--- src/rtl/sha_pkg.sv ---
`timescale 1ns / 1ps
package sha_pkg;

    localparam int unsigned BlockBytes = 64;
    localparam int unsigned Rounds     = 64;
    localparam int unsigned DigestWords = 8;
    localparam int unsigned FifoDepthDefault = 4;

    typedef struct packed {
        logic [7:0] data_byte;
        logic       byte_valid;
        logic       end_of_message;
    } t_in_beat;

    typedef struct packed {
        logic [31:0] digest_word;
        logic [2:0]  word_index;
        logic        last_word;
    } t_out_beat;

    typedef enum logic [2:0] {
        ST_IDLE,
        ST_PAD,
        ST_ROUND,
        ST_FOLD,
        ST_EMIT
    } t_core_state;

    typedef logic [31:0] t_word8 [8];

    function automatic logic [31:0] round_k(input logic [5:0] idx);
        logic [31:0] k;
        case (idx)
            6'd0: k = 32'h428a2f98; 6'd1: k = 32'h71374491; 6'd2: k = 32'hb5c0fbcf;
            6'd3: k = 32'he9b5dba5; 6'd4: k = 32'h3956c25b; 6'd5: k = 32'h59f111f1;
            6'd6: k = 32'h923f82a4; 6'd7: k = 32'hab1c5ed5; 6'd8: k = 32'hd807aa98;
            6'd9: k = 32'h12835b01; 6'd10: k = 32'h243185be; 6'd11: k = 32'h550c7dc3;
            6'd12: k = 32'h72be5d74; 6'd13: k = 32'h80deb1fe; 6'd14: k = 32'h9bdc06a7;
            6'd15: k = 32'hc19bf174; 6'd16: k = 32'he49b69c1; 6'd17: k = 32'hefbe4786;
            6'd18: k = 32'h0fc19dc6; 6'd19: k = 32'h240ca1cc; 6'd20: k = 32'h2de92c6f;
            6'd21: k = 32'h4a7484aa; 6'd22: k = 32'h5cb0a9dc; 6'd23: k = 32'h76f988da;
            6'd24: k = 32'h983e5152; 6'd25: k = 32'ha831c66d; 6'd26: k = 32'hb00327c8;
            6'd27: k = 32'hbf597fc7; 6'd28: k = 32'hc6e00bf3; 6'd29: k = 32'hd5a79147;
            6'd30: k = 32'h06ca6351; 6'd31: k = 32'h14292967; 6'd32: k = 32'h27b70a85;
            6'd33: k = 32'h2e1b2138; 6'd34: k = 32'h4d2c6dfc; 6'd35: k = 32'h53380d13;
            6'd36: k = 32'h650a7354; 6'd37: k = 32'h766a0abb; 6'd38: k = 32'h81c2c92e;
            6'd39: k = 32'h92722c85; 6'd40: k = 32'ha2bfe8a1; 6'd41: k = 32'ha81a664b;
            6'd42: k = 32'hc24b8b70; 6'd43: k = 32'hc76c51a3; 6'd44: k = 32'hd192e819;
            6'd45: k = 32'hd6990624; 6'd46: k = 32'hf40e3585; 6'd47: k = 32'h106aa070;
            6'd48: k = 32'h19a4c116; 6'd49: k = 32'h1e376c08; 6'd50: k = 32'h2748774c;
            6'd51: k = 32'h34b0bcb5; 6'd52: k = 32'h391c0cb3; 6'd53: k = 32'h4ed8aa4a;
            6'd54: k = 32'h5b9cca4f; 6'd55: k = 32'h682e6ff3; 6'd56: k = 32'h748f82ee;
            6'd57: k = 32'h78a5636f; 6'd58: k = 32'h84c87814; 6'd59: k = 32'h8cc70208;
            6'd60: k = 32'h90befffa; 6'd61: k = 32'ha4506ceb; 6'd62: k = 32'hbef9a3f7;
            default: k = 32'hc67178f2;
        endcase
        return k;
    endfunction

    function automatic logic [31:0] init_hash(input logic [2:0] idx);
        logic [31:0] h;
        case (idx)
            3'd0: h = 32'h6a09e667; 3'd1: h = 32'hbb67ae85;
            3'd2: h = 32'h3c6ef372; 3'd3: h = 32'ha54ff53a;
            3'd4: h = 32'h510e527f; 3'd5: h = 32'h9b05688c;
            3'd6: h = 32'h1f83d9ab; default: h = 32'h5be0cd19;
        endcase
        return h;
    endfunction

endpackage

--- src/rtl/sha_if.sv ---
`timescale 1ns / 1ps
interface sha_in_if;
    logic             valid;
    logic             ready;
    sha_pkg::t_in_beat payload;
    modport source (output valid, output payload, input ready);
    modport sink   (input valid, input payload, output ready);
endinterface

interface sha_out_if;
    logic              valid;
    logic              ready;
    sha_pkg::t_out_beat payload;
    modport source (output valid, output payload, input ready);
    modport sink   (input valid, input payload, output ready);
endinterface

--- src/rtl/sha_fifo.sv ---
`timescale 1ns / 1ps
module sha_fifo #(
    parameter int unsigned DEPTH = 4
) (
    input  logic              i_clk,
    input  logic              i_rst_n,
    input  logic              i_push,
    input  sha_pkg::t_in_beat i_data,
    output logic              o_full,
    input  logic              i_pop,
    output logic              o_empty,
    output sha_pkg::t_in_beat o_data
);
    import sha_pkg::*;

    localparam int unsigned AW = (DEPTH > 1) ? $clog2(DEPTH) : 1;

    t_in_beat        r_mem [DEPTH];
    logic [AW-1:0]   r_wp, r_rp;
    logic [AW:0]     r_cnt;

    assign o_full  = (r_cnt == (AW+1)'(DEPTH));
    assign o_empty = (r_cnt == '0);
    assign o_data  = r_mem[r_rp];

    always_ff @(posedge i_clk) begin
        if (i_push && !o_full) begin
            r_mem[r_wp] <= i_data;
        end
    end

    always_ff @(posedge i_clk) begin
        if (!i_rst_n) begin
            r_wp  <= '0;
            r_rp  <= '0;
            r_cnt <= '0;
        end else begin
            if (i_push && !o_full) begin
                r_wp <= (r_wp == AW'(DEPTH - 1)) ? '0 : r_wp + 1'b1;
            end
            if (i_pop && !o_empty) begin
                r_rp <= (r_rp == AW'(DEPTH - 1)) ? '0 : r_rp + 1'b1;
            end
            r_cnt <= r_cnt + (AW+1)'(i_push && !o_full) - (AW+1)'(i_pop && !o_empty);
        end
    end

    a_cnt_bound: assert property (@(posedge i_clk) disable iff (!i_rst_n)
        r_cnt <= (AW+1)'(DEPTH))
        else $error("fifo count overflow");
    a_no_push_full: assert property (@(posedge i_clk) disable iff (!i_rst_n)
        (o_full && !i_pop) |=> o_full)
        else $error("fifo lost full");
    a_pop_moves: assert property (@(posedge i_clk) disable iff (!i_rst_n)
        (i_pop && !o_empty && !i_push) |=> r_cnt == $past(r_cnt) - 1'b1)
        else $error("fifo pop miscount");

endmodule

--- src/rtl/sha_core.sv ---
`timescale 1ns / 1ps
module sha_core (
    input  logic              i_clk,
    input  logic              i_rst_n,
    input  logic              i_empty,
    input  sha_pkg::t_in_beat i_data,
    output logic              o_pop,
    sha_out_if.source         o_res
);
    import sha_pkg::*;

    t_core_state r_state, n_state;

    logic [31:0] r_blk [16];    // block bytes, big-endian within each word
    logic [5:0]  r_fill;
    logic [63:0] r_total;
    logic [31:0] r_h [8];
    logic [31:0] r_v [8];
    logic [31:0] r_w [16];
    logic [5:0]  r_rnd;
    logic        r_final;   // block being compressed closes the message
    logic        r_second;  // a length-only block still follows
    logic [63:0] r_len;
    logic [2:0]  r_widx;
    // pending end after a full block that also ended the message
    logic        r_pend_end;

    // control outputs
    logic take, start_blk;
    t_in_beat beat;
    assign beat = i_data;

    always_comb begin
        n_state = r_state;
        unique case (r_state)
            ST_IDLE: begin
                if (!i_empty) begin
                    if (beat.byte_valid && r_fill == 6'd63) n_state = ST_ROUND;
                    else if (beat.end_of_message) n_state = ST_PAD;
                end
            end
            ST_PAD:   n_state = ST_ROUND;
            ST_ROUND: if (r_rnd == 6'd63) n_state = ST_FOLD;
            ST_FOLD: begin
                if (r_second) n_state = ST_PAD;
                else if (r_final) n_state = ST_EMIT;
                else if (r_pend_end) n_state = ST_PAD;
                else n_state = ST_IDLE;
            end
            ST_EMIT: if (o_res.ready && r_widx == 3'd7) n_state = ST_IDLE;
            default: n_state = ST_IDLE;
        endcase
    end

    always_comb begin
        take      = (r_state == ST_IDLE) && !i_empty;
        start_blk = take && beat.byte_valid && r_fill == 6'd63;
        o_pop     = take;
        o_res.valid = (r_state == ST_EMIT);
        o_res.payload.digest_word = r_h[r_widx];
        o_res.payload.word_index  = r_widx;
        o_res.payload.last_word   = (r_widx == 3'd7);
    end

    // round datapath
    logic [31:0] s0, s1, ch, mj, t1, t2, wn, ws0, ws1, wcur;
    assign wcur = r_w[0];
    assign s1 = {r_v[4][5:0], r_v[4][31:6]} ^ {r_v[4][10:0], r_v[4][31:11]}
              ^ {r_v[4][24:0], r_v[4][31:25]};
    assign ch = (r_v[4] & r_v[5]) ^ (~r_v[4] & r_v[6]);
    assign t1 = r_v[7] + s1 + ch + round_k(r_rnd) + wcur;
    assign s0 = {r_v[0][1:0], r_v[0][31:2]} ^ {r_v[0][12:0], r_v[0][31:13]}
              ^ {r_v[0][21:0], r_v[0][31:22]};
    assign mj = (r_v[0] & r_v[1]) ^ (r_v[0] & r_v[2]) ^ (r_v[1] & r_v[2]);
    assign t2 = s0 + mj;
    assign ws0 = {r_w[1][6:0], r_w[1][31:7]} ^ {r_w[1][17:0], r_w[1][31:18]}
               ^ {3'b0, r_w[1][31:3]};
    assign ws1 = {r_w[14][16:0], r_w[14][31:17]} ^ {r_w[14][18:0], r_w[14][31:19]}
               ^ {10'b0, r_w[14][31:10]};
    assign wn = ws1 + r_w[9] + ws0 + r_w[0];

    // padded view of the block: bytes kept below fill, 0x80 at fill, zeros above
    logic [31:0] pad_keep, pad_mark;
    logic [31:0] padw [16];
    logic [63:0] len_now;
    assign pad_keep = ~(32'hffffffff >> {r_fill[1:0], 3'b000});
    assign pad_mark = 32'h80000000 >> {r_fill[1:0], 3'b000};
    assign len_now  = r_total + {55'd0, r_fill, 3'd0};

    always_comb begin
        for (int i = 0; i < 16; i++) begin
            if (4'(i) < r_fill[5:2]) padw[i] = r_blk[i];
            else if (4'(i) > r_fill[5:2]) padw[i] = '0;
            else padw[i] = (r_blk[i] & pad_keep) | pad_mark;
        end
    end

    always_ff @(posedge i_clk) begin
        if (!i_rst_n) begin
            r_state    <= ST_IDLE;
            r_fill     <= '0;
            r_total    <= '0;
            r_final    <= 1'b0;
            r_second   <= 1'b0;
            r_pend_end <= 1'b0;
            r_rnd      <= '0;
            r_widx     <= '0;
            for (int i = 0; i < 8; i++) r_h[i] <= init_hash(3'(i));
        end else begin
            r_state <= n_state;
            if (take && beat.byte_valid) begin
                r_blk[r_fill[5:2]][{~r_fill[1:0], 3'b000} +: 8] <= beat.data_byte;
                r_fill <= r_fill + 1'b1;
            end
            if (start_blk) begin
                r_pend_end <= beat.end_of_message;
                r_final    <= 1'b0;
                r_rnd      <= '0;
                for (int i = 0; i < 15; i++) r_w[i] <= r_blk[i];
                r_w[15] <= {r_blk[15][31:8], beat.data_byte};
                for (int i = 0; i < 8; i++) r_v[i] <= r_h[i];
            end
            if (r_state == ST_PAD) begin
                r_rnd <= '0;
                for (int i = 0; i < 8; i++) r_v[i] <= r_h[i];
                if (!r_second && r_fill > 6'd55) begin
                    // length does not fit: marker block now, length block next
                    r_second <= 1'b1;
                    r_final  <= 1'b0;
                    r_len    <= len_now;
                    for (int i = 0; i < 16; i++) r_w[i] <= padw[i];
                end else begin
                    r_second <= 1'b0;
                    r_final  <= 1'b1;
                    r_pend_end <= 1'b0;
                    for (int i = 0; i < 14; i++) begin
                        if (r_second) r_w[i] <= '0;
                        else r_w[i] <= padw[i];
                    end
                    r_w[14] <= r_second ? r_len[63:32] : len_now[63:32];
                    r_w[15] <= r_second ? r_len[31:0] : len_now[31:0];
                end
            end
            if (r_state == ST_ROUND) begin
                r_rnd <= r_rnd + 1'b1;
                r_v[7] <= r_v[6]; r_v[6] <= r_v[5]; r_v[5] <= r_v[4];
                r_v[4] <= r_v[3] + t1;
                r_v[3] <= r_v[2]; r_v[2] <= r_v[1]; r_v[1] <= r_v[0];
                r_v[0] <= t1 + t2;
                for (int i = 0; i < 15; i++) r_w[i] <= r_w[i+1];
                r_w[15] <= wn;
            end
            if (r_state == ST_FOLD) begin
                for (int i = 0; i < 8; i++) r_h[i] <= r_h[i] + r_v[i];
                if (!r_final && !r_second) r_total <= r_total + 64'd512;
                if (r_final) r_widx <= '0;
            end
            if (r_state == ST_EMIT && o_res.ready) begin
                r_widx <= r_widx + 1'b1;
                if (r_widx == 3'd7) begin
                    for (int i = 0; i < 8; i++) r_h[i] <= init_hash(3'(i));
                    r_fill  <= '0;
                    r_total <= '0;
                    r_final <= 1'b0;
                end
            end
        end
    end

    a_pop_idle: assert property (@(posedge i_clk) disable iff (!i_rst_n)
        o_pop |-> r_state == ST_IDLE)
        else $error("pop outside idle");
    a_emit_order: assert property (@(posedge i_clk) disable iff (!i_rst_n)
        (o_res.valid && o_res.ready && r_widx != 3'd7) |=> o_res.valid)
        else $error("digest beats broken");
    a_round_end: assert property (@(posedge i_clk) disable iff (!i_rst_n)
        (r_state == ST_ROUND && r_rnd == 6'd63) |=> r_state == ST_FOLD)
        else $error("round count slip");

endmodule

--- src/rtl/sha256_byte_stream_hasher.sv ---
`timescale 1ns / 1ps
// channel   | dir | beat contents
// i_in      | in  | data_byte, byte_valid, end_of_message
// o_res     | out | digest_word, word_index, last_word
//
// beats leave the fifo only while the core is idle; the 64th byte of a block
// starts the rounds and then a fold in the shared round unit
// message end: one or two padded blocks (pad, rounds, fold), then 8 digest beats
// input beats queue in a small fifo while the round unit is busy
// synchronous active-low reset returns the chain value to the initial hash
// output stalls hold the digest word; the fifo fills and then drops ready
module sha256_byte_stream_hasher #(
    parameter int unsigned FIFO_DEPTH = sha_pkg::FifoDepthDefault
) (
    input  logic      i_clk,
    input  logic      i_rst_n,
    sha_in_if.sink    i_in,
    sha_out_if.source o_res
);
    import sha_pkg::*;

    logic     full, empty, pop;
    t_in_beat head;

    // front end: accept beats into the queue
    assign i_in.ready = !full;

    sha_fifo #(.DEPTH(FIFO_DEPTH)) u_fifo (
        .i_clk   (i_clk),
        .i_rst_n (i_rst_n),
        .i_push  (i_in.valid),
        .i_data  (i_in.payload),
        .o_full  (full),
        .i_pop   (pop),
        .o_empty (empty),
        .o_data  (head)
    );

    // back end: block fill, padding, rounds, digest
    sha_core u_core (
        .i_clk   (i_clk),
        .i_rst_n (i_rst_n),
        .i_empty (empty),
        .i_data  (head),
        .o_pop   (pop),
        .o_res   (o_res)
    );

endmodule

--- src/flat_wrapper.sv ---
// flat-port wrapper written by rule: the top's interface ports become plain ports
module sha256_byte_stream_hasher_flat import sha_pkg::*;
#(
    parameter int unsigned FIFO_DEPTH = sha_pkg::FifoDepthDefault
)
  (i_clk, i_rst_n, i_in_valid, i_in_payload, i_in_ready, o_res_valid, o_res_payload, o_res_ready);
  sha_in_if i_in_i ();
  sha_out_if o_res_i ();
  input  logic i_clk;
  input  logic i_rst_n;
  input wire logic [$bits(i_in_i.valid)-1:0] i_in_valid;
  input wire logic [$bits(i_in_i.payload)-1:0] i_in_payload;
  output wire logic [$bits(i_in_i.ready)-1:0] i_in_ready;
  output wire logic [$bits(o_res_i.valid)-1:0] o_res_valid;
  output wire logic [$bits(o_res_i.payload)-1:0] o_res_payload;
  input wire logic [$bits(o_res_i.ready)-1:0] o_res_ready;
  assign i_in_i.valid = i_in_valid;
  assign i_in_i.payload = i_in_payload;
  assign i_in_ready = i_in_i.ready;
  assign o_res_valid = o_res_i.valid;
  assign o_res_payload = o_res_i.payload;
  assign o_res_i.ready = o_res_ready;
  sha256_byte_stream_hasher #(.FIFO_DEPTH(FIFO_DEPTH)) u_core (.i_clk(i_clk), .i_rst_n(i_rst_n), .i_in(i_in_i), .o_res(o_res_i));
endmodule
--- config.mk ---
export PLATFORM = sky130hd
export DESIGN_NAME = sha256_byte_stream_hasher_flat
export DESIGN_NICKNAME = d
export VERILOG_FILES = /design/src/rtl/sha_pkg.sv /design/src/rtl/sha_if.sv /design/src/rtl/sha_fifo.sv /design/src/rtl/sha_core.sv /design/src/rtl/sha256_byte_stream_hasher.sv /design/src/flat_wrapper.sv
export SDC_FILE = /design/constraint.sdc
export NUM_CORES = 2
export LEC_CHECK = 0
export BUFFER_PORTS_ARGS = -buffer_cell sky130_fd_sc_hd__buf_2
export CORE_MARGIN = 4
export CORE_UTILIZATION = 30
export DETAILED_ROUTE_END_ITERATION = 8
export PLACE_DENSITY = 0.53
export SLEW_MARGIN = 10
export SYNTH_ARGS = -nofsm -noshare
export SYNTH_HDL_FRONTEND = slang
export SYNTH_HIERARCHICAL = 1
export SYNTH_SLANG_ARGS = --single-unit
export TNS_END_PERCENT = 50
--- constraint.sdc ---
create_clock -name i_clk -period 24.3 [get_ports i_clk]
set_input_delay 4.86 -clock i_clk [delete_from_list [all_inputs] [get_ports i_clk]]
set_output_delay 4.86 -clock i_clk [all_outputs]
set_load 0.01 [all_outputs]
==> Yosys cells after proc, flatten, opt, wreduce, memory -nomap -nowiden <==
Memory sizes are Yosys's and may differ from the RTL's. A register that Yosys moved wholly into a read port is not among the register bits.
Cells that the tools add are included.
{ "totals": {"input_bits": 14, "mem_bits_ro": 2048, "ram_bits": 1576, "out_inout_bits": 38, "word_cells": 501, "latch_bits": 0, "n_memories": 6, "ff_bits": 156} }
{ "classes": {"n_lt_le_gt_ge": 33, "bitwise_logic": 145, "eq_ne": 14, "n_addsub": 28, "shifts": 4, "n_mux": 237, "n_div": 0, "n_mul": 0, "n_reduce_logical": 22} }
{ "mem_list": {"columns": ["memory", "words", "word_bits", "read_ports", "rd_ports_with_merged_regs", "write_ports", "line_no", "source"], "rows": [
  ["(name not given)", 64, 32, 1, 1, 0, "sha_pkg.sv:33", "case (idx)"],
  ["u_core.u_core.r_blk", 16, 32, 16, 0, 1, "sha_core.sv:14", "logic [31:0] r_blk [16];"],
  ["u_core.u_core.r_w", 16, 32, 16, 0, 16, "sha_core.sv:19", "logic [31:0] r_w [16];"],
  ["u_core.u_core.r_h", 8, 32, 9, 1, 8, "sha_core.sv:17", "logic [31:0] r_h [8];"],
  ["u_core.u_core.r_v", 8, 32, 8, 0, 8, "sha_core.sv:18", "logic [31:0] r_v [8];"],
  ["u_core.u_fifo.r_mem", 4, 10, 1, 1, 1, "sha_fifo.sv:18", "t_in_beat r_mem [DEPTH];"]
]} }
{ "ops": {"columns": ["op", "n"], "rows": [
  ["two-way mux 32 bit", 161],
  ["AND 32 bit", 21],
  ["adder 32 bit", 18],
  ["OR 32 bit", 16],
  ["bitwise XOR 32 bit", 9],
  ["two-way mux 64 bit", 4],
  ["OR 1 bit", 94],
  ["adder 64 x 10 -> 64 bit (second input constant)", 1],
  ["adder 64 x 9 -> 64 bit", 1],
  ["NOT 32 bit", 2],
  [">> shifter 32 x 5 -> 32 bit (first input constant)", 2],
  ["two-way mux 6 bit", 8],
  ["two-way mux 1 bit", 47],
  ["two-way mux 3 bit", 12],
  ["> comparator 4 bit (first input constant)", 8],
  ["< comparator 4 bit (first input constant)", 8],
  ["variable shift 8 x 7 -> 32 bit (first input constant)", 1],
  ["indexed part select 8 x 7 -> 32 bit", 1],
  ["bitwise XOR 32 x 22 -> 32 bit", 1],
  ["bitwise XOR 32 x 29 -> 32 bit", 1],
  ["> comparator 3 x 4 -> 1 bit (first input constant)", 4],
  ["< comparator 3 x 4 -> 1 bit (first input constant)", 4],
  ["one-hot mux 3 bit (5 select lines)", 1],
  ["adder 6 x 1 -> 6 bit (second input constant)", 2],
  ["28 further kinds", 56]
]} }

==> Longest topological paths before layout <==
{ "logic_depth": {"depth_word": 12, "ltp_mapped": 34, "ltp_nobuf": 33} }

==> By module <==
Netlist, hierarchy kept.
{ "modules_own_cells": {"columns": ["mod", "seq_area_each_um2", "n_inst", "area_each_um2", "cells_each"], "rows": [
  ["sha_core", 48656.7, 1, 93546.0, 8371],
  ["sha_fifo", 1381.3, 1, 1924.3, 105],
  ["sha256_byte_stream_hasher", 0.0, 1, 3.8, 1]
]} }

==> Worst setup path after synthesis <==
Ideal clock, no wire load.
{ "synth_timing": {"kind": "in2reg", "startpoint": "in i_rst_n", "endpoint": "mem u_core.u_core.r_w[3][4] (netlist: u_core/u_core/r_w[0][100]) (enable)", "path_buffers": 4, "path_stages": 7, "required_ps": 22561, "setup_ps": 1739, "arrival_ps": 9640, "setup_slack_ps": 12921, "cell_sequence": "clkbuf_1 > and2_1 > clkbuf_1 > nor2_1 > buf_2 > buf_1 > nand2_1"} }
{ "synth_lines": {"columns": ["item", "line_no", "source"], "rows": [
  ["start, declared", "flat_wrapper.sv:10", "input logic i_rst_n;"],
  ["end, declared", "sha_core.sv:19", null]
]} }

==> summary by stage <==
Drt
The vias per cell is 5.455. Wires add up to 330500 microns. The initial detailed-routing violation count is 7151. The routed length per instance is 26.08 microns. The DRC violation count after routing is 0. The first detailed-routing pass ran for 8 iterations. The final route contains 69140 vias. The detail route stage leaves a number of antenna-violating nets equal to 0.

Clocking
For the worst-skew pair, the clock arrives at the later sink with an insertion delay of 0.89 ns. Once the clock tree was built, the setup fixing pass inserted 0 buffers. The cts-stage hold buffer count is 0.

No sink is reached through more buffers than the 4 on the longest clock path. In this run the number of H-tree levels came out at 4. The TritonCTS clock tree is done. The count of clock tree sinks is 1749. The number of gates resized after CTS was 0. The library cell used as clock root buffer is sky130_fd_sc_hd__clkbuf_16.

The total clock buffers created by CTS is 194. After clock tree synthesis, the clock-pin slew on the worst setup and hold paths is 0.06 ns.

Timing
Across all setup checks in the final design, the least slack found is 14.53 ns. The count of endpoints failing hold in the final timing report came to 0. For the final routed database, the setup TNS stands at 0 ns. Setup repair after global routing left no endpoint under its margin. The highest clock rate is ~0.10 GHz. The transition time of the tightest slew-check pin is 1.319 ns.

For the finished layout, the period the worst path requires is slightly below 10 ns. The clock arrives with 0.09392 ns of skew. The final setup violation count is 0.

The final number of max-transition violations is 0. Of the available clock period, the critical path in the final layout requires 0.4022. The relative slew slack is 0.1166.

Finish
After routing the design area is 0.1062 sq mm. The area growth from synthesis to layout is 11.24%. In the final design database the tool counted about 9000 nets. The share of cells above drive strength 1 is 0.07899. The core utilization of the finished layout is 0.3361. The layout has 31370 filler cells.

Critical path
The flop-to-flop setup slack is 15.50 ns. Following the worst setup path forward leads to its endpoint at u_core/u_core/r_w[0][120]$_DFFE_PP_. The endpoint identified for the worst register-to-register timing path is u_core/u_core/r_v[0][29]$_DFFE_PP_. The critical path starts at i_rst_n. The most used cell along the critical path is sky130_fd_sc_hd__buf_4. In this run the critical register-to-register path is launched from u_core/u_core/r_v[1][1]$_DFFE_PP_. The largest individual stage delay along the critical path comes from the cell sky130_fd_sc_hd__buf_4.

In this design, the stage delay of the slowest critical-path cell is 0.90 ns. The sort of element at the start of the critical path is an input port. Of all nets on the critical path, the largest fanout is 66. The required arrival time at the worst endpoint is 24.75 ns. STA classifies the critical path endpoint as a flop. Walking the worst path, the cells encountered are buf_2, buf_4, and3_1, nand3_1, nand2_4, buf_4, buf_4, buf_4. At the worst endpoint, the arrival time is about 10 ns.

The critical path in this run is classified as input port to flop. The depth of the most critical reg-to-reg path is 31.

Global routing
The wire length of the first global-routing pass is 476700 microns. For this run, global-route usage on met1 was measured as 0.2603. The remaining global-route overflow is 0. The via count of the first global-routing pass came to 66770. Entering global routing, the biggest net connects 105 pins. After global routing, the most crowded layer is met2. The number of antenna violations at the first check in global routing is 7. For met2 alone, demand over resource in global routing was 0.3175. For this run, the total global-route usage over all layers was measured as 0.1960.

In the global route stage, met3 resource usage came out at 0.02993.

Place
The post-detailed-placement cell area is roughly 0.1 sq mm. In this run the tool buffered the top-level ports with 51 buffer cells. The placed wire-length estimate after detailed placement is 237600 microns. Routability-driven placement finished with a final weighted congestion of 0.9466.

The worst setup timing slack at the placement stage is 13.65 ns.

Floorplan
The initial utilization of the core area, before any placement, comes to 0.3021. The core region area is about 0.32 sq mm. 52 I/O pins were placed. The die boundary height is around 570 microns. The number of cell rows is 206. The floorplan step defined a die boundary enclosing 0.3273 sq mm. The die is 572.1 microns wide.

Synthesis
Counting every instance in the synthesized netlist gives 8477. The post-synth net total is slightly above 9000. The number of distinct library cells after synthesis is 108. The most common cell in the netlist is sky130_fd_sc_hd__edfxtp_1. Yosys mapped a number of flops with a built-in enable equal to 1501. The number of storage elements in the synthesis netlist is 1749.

The post-synthesis area per instance is roughly 11 sq um. The share of async-settable or async-resettable flops after synthesis is 0. Of the synthesized area, sequential elements account for 0.5241. The yosys synthesis warning count is 6. Sorting the synthesized cells by area gives the leading types as sky130_fd_sc_hd__edfxtp_1 (47%), sky130_fd_sc_hd__ha_1 (5.3%), sky130_fd_sc_hd__dfxtp_1 (5.2%), sky130_fd_sc_hd__nand2_1 (5.0%), sky130_fd_sc_hd__fa_1 (4.1%). Of the post-synthesis cell area, the dominant cell type holds 0.4721. In the synthesized netlist the dominant register cell turns out to be sky130_fd_sc_hd__edfxtp_1.

The largest total area in the synthesized netlist belongs to sky130_fd_sc_hd__edfxtp_1. The post-synthesis instance area is 0.09547 sq mm. Sorting the synthesized cells by how often they occur yields sky130_fd_sc_hd__edfxtp_1 (1501), sky130_fd_sc_hd__nand2_1 (1260), sky130_fd_sc_hd__nor2_1 (540).

Run
The number of max-capacitance violations reported is 0.

Min path
The startpoint identified for the worst hold timing path is u_core/u_core/r_total[57]$_SDFF_PN0_. The tightest min-delay check is of the flop to flop type.

Run status
The run finished with clean final reports.
cells by family (layout without fill, tap and decap cells):
group / after synthesis / in the layout / synth area share
buf+inv: 747 / 777 / 0.02998
fa+ha+maj: 623 / 623 / 0.09648
flops: 1749 / 1749 / 0.5241
xor+xnor: 610 / 610 / 0.05596
compound gates: 2083 / 2083 / 0.1480
other cells: 0 / 7 / 0
simple gates: 2446 / 2446 / 0.1117
mux: 219 / 219 / 0.03381
worst min path at each step:
stage | to | slack, ns | cells after the start
finish | u_core/u_core/r_len[57]$_DFFE_PP_ | 0.48 | 0
global route | u_core/u_core/r_len[57]$_DFFE_PP_ | 0.48 | 0
CTS | u_core/u_core/r_w[1][154]$_DFFE_PP_ | 0.48 | 1
detailed placement | u_core/u_core/r_len[63]$_DFFE_PP_ | 0.48 | 0
global placement | u_core/u_core/r_len[63]$_DFFE_PP_ | 0.46 | 0
floorplan | u_core/u_core/r_h[5][30]$_SDFFE_PP0P_ | 0.45 | 2
cell usage in the layout (no fill, tap or decap), types with 57 or more instances in the layout:
cell                        synthesis  layout
sky130_fd_sc_hd__o21a_1            62      61
sky130_fd_sc_hd__ha_1             405     405
sky130_fd_sc_hd__inv_1            266     263
sky130_fd_sc_hd__nand2b_1          67      67
sky130_fd_sc_hd__buf_4              4     108
sky130_fd_sc_hd__edfxtp_1        1501    1501
sky130_fd_sc_hd__a21o_1           186     186
sky130_fd_sc_hd__clkbuf_16          0     197
sky130_fd_sc_hd__fa_1             196     196
sky130_fd_sc_hd__a21oi_1          463     463
sky130_fd_sc_hd__dfxtp_1          248     244
sky130_fd_sc_hd__nand2_1         1260    1251
sky130_fd_sc_hd__a22o_1           358     358
sky130_fd_sc_hd__xnor2_1          395     395
sky130_fd_sc_hd__nor2_1           540     537
sky130_fd_sc_hd__xor2_1           215     215
sky130_fd_sc_hd__nor2b_1           65      65
sky130_fd_sc_hd__nor3_1           104     104
sky130_fd_sc_hd__nand3_1          131     131
sky130_fd_sc_hd__and2_1            62      61
sky130_fd_sc_hd__a211oi_1          58      57
sky130_fd_sc_hd__o21ai_1          100     100
sky130_fd_sc_hd__mux2_2            78      78
sky130_fd_sc_hd__o21ai_0          373     372
sky130_fd_sc_hd__mux2i_1           66      66
sky130_fd_sc_hd__mux4_2            74      74
layer usage:
metal,vias to the layer above,part of all wire,routed length [microns]
met5,-,0.000036,12
li1,30800,-,-
met2,2891,0.46,153200
met1,34820,0.42,138500
met3,620,0.069,22650
met4,2,0.049,16170
critical path, delay by kind of cell:
| kind | cells | cell delay (ns) |
|---|---|---|
| buf+inv | 5 | 3.26 |
| simple gates | 3 | 1.95 |
registers in the layout, summed over array words and instances, names as in the netlist, 3 cells and up, named ones only:
name	count
u_core/u_core/r_v	256
u_core/u_core/r_rnd	6
u_core/u_core/r_total	55
u_core/u_fifo/r_cnt	3
u_core/u_core/r_fill	6
u_core/u_core/r_w	512
u_core/u_core/r_widx	3
u_core/u_core/r_state	3
u_core/u_core/r_h	256
u_core/u_core/r_len	61
u_core/u_core/r_blk	504
u_core/u_fifo/r_mem	40
layout make-up:
cell class	count	area [sq um]	share of cell area
diodes	7	17.52	0.0001649
clock buffers	247	5187	0.04884
clock inverters	98	950.9	0.008953
inverters	272	1023	0.009637
multi-input cells	5981	42680	0.4018
flip-flops and latches	1749	50050	0.4713
well taps	4160	5205	0.04901
repair buffers	160	1094	0.01030
per-stage QoR:
step,hold WS [ns],instances
4_1_cts,0.4759,12670
2_1_floorplan,0.4528,8477
6_report,0.4766,12670
3_5_place_dp,0.4752,12320
5_1_grt,0.4761,12670
3_3_place_gp,0.4599,12320
Power is not shown: default switching activity piles up to over one toggle a cycle in this logic, so the estimate is an artifact.
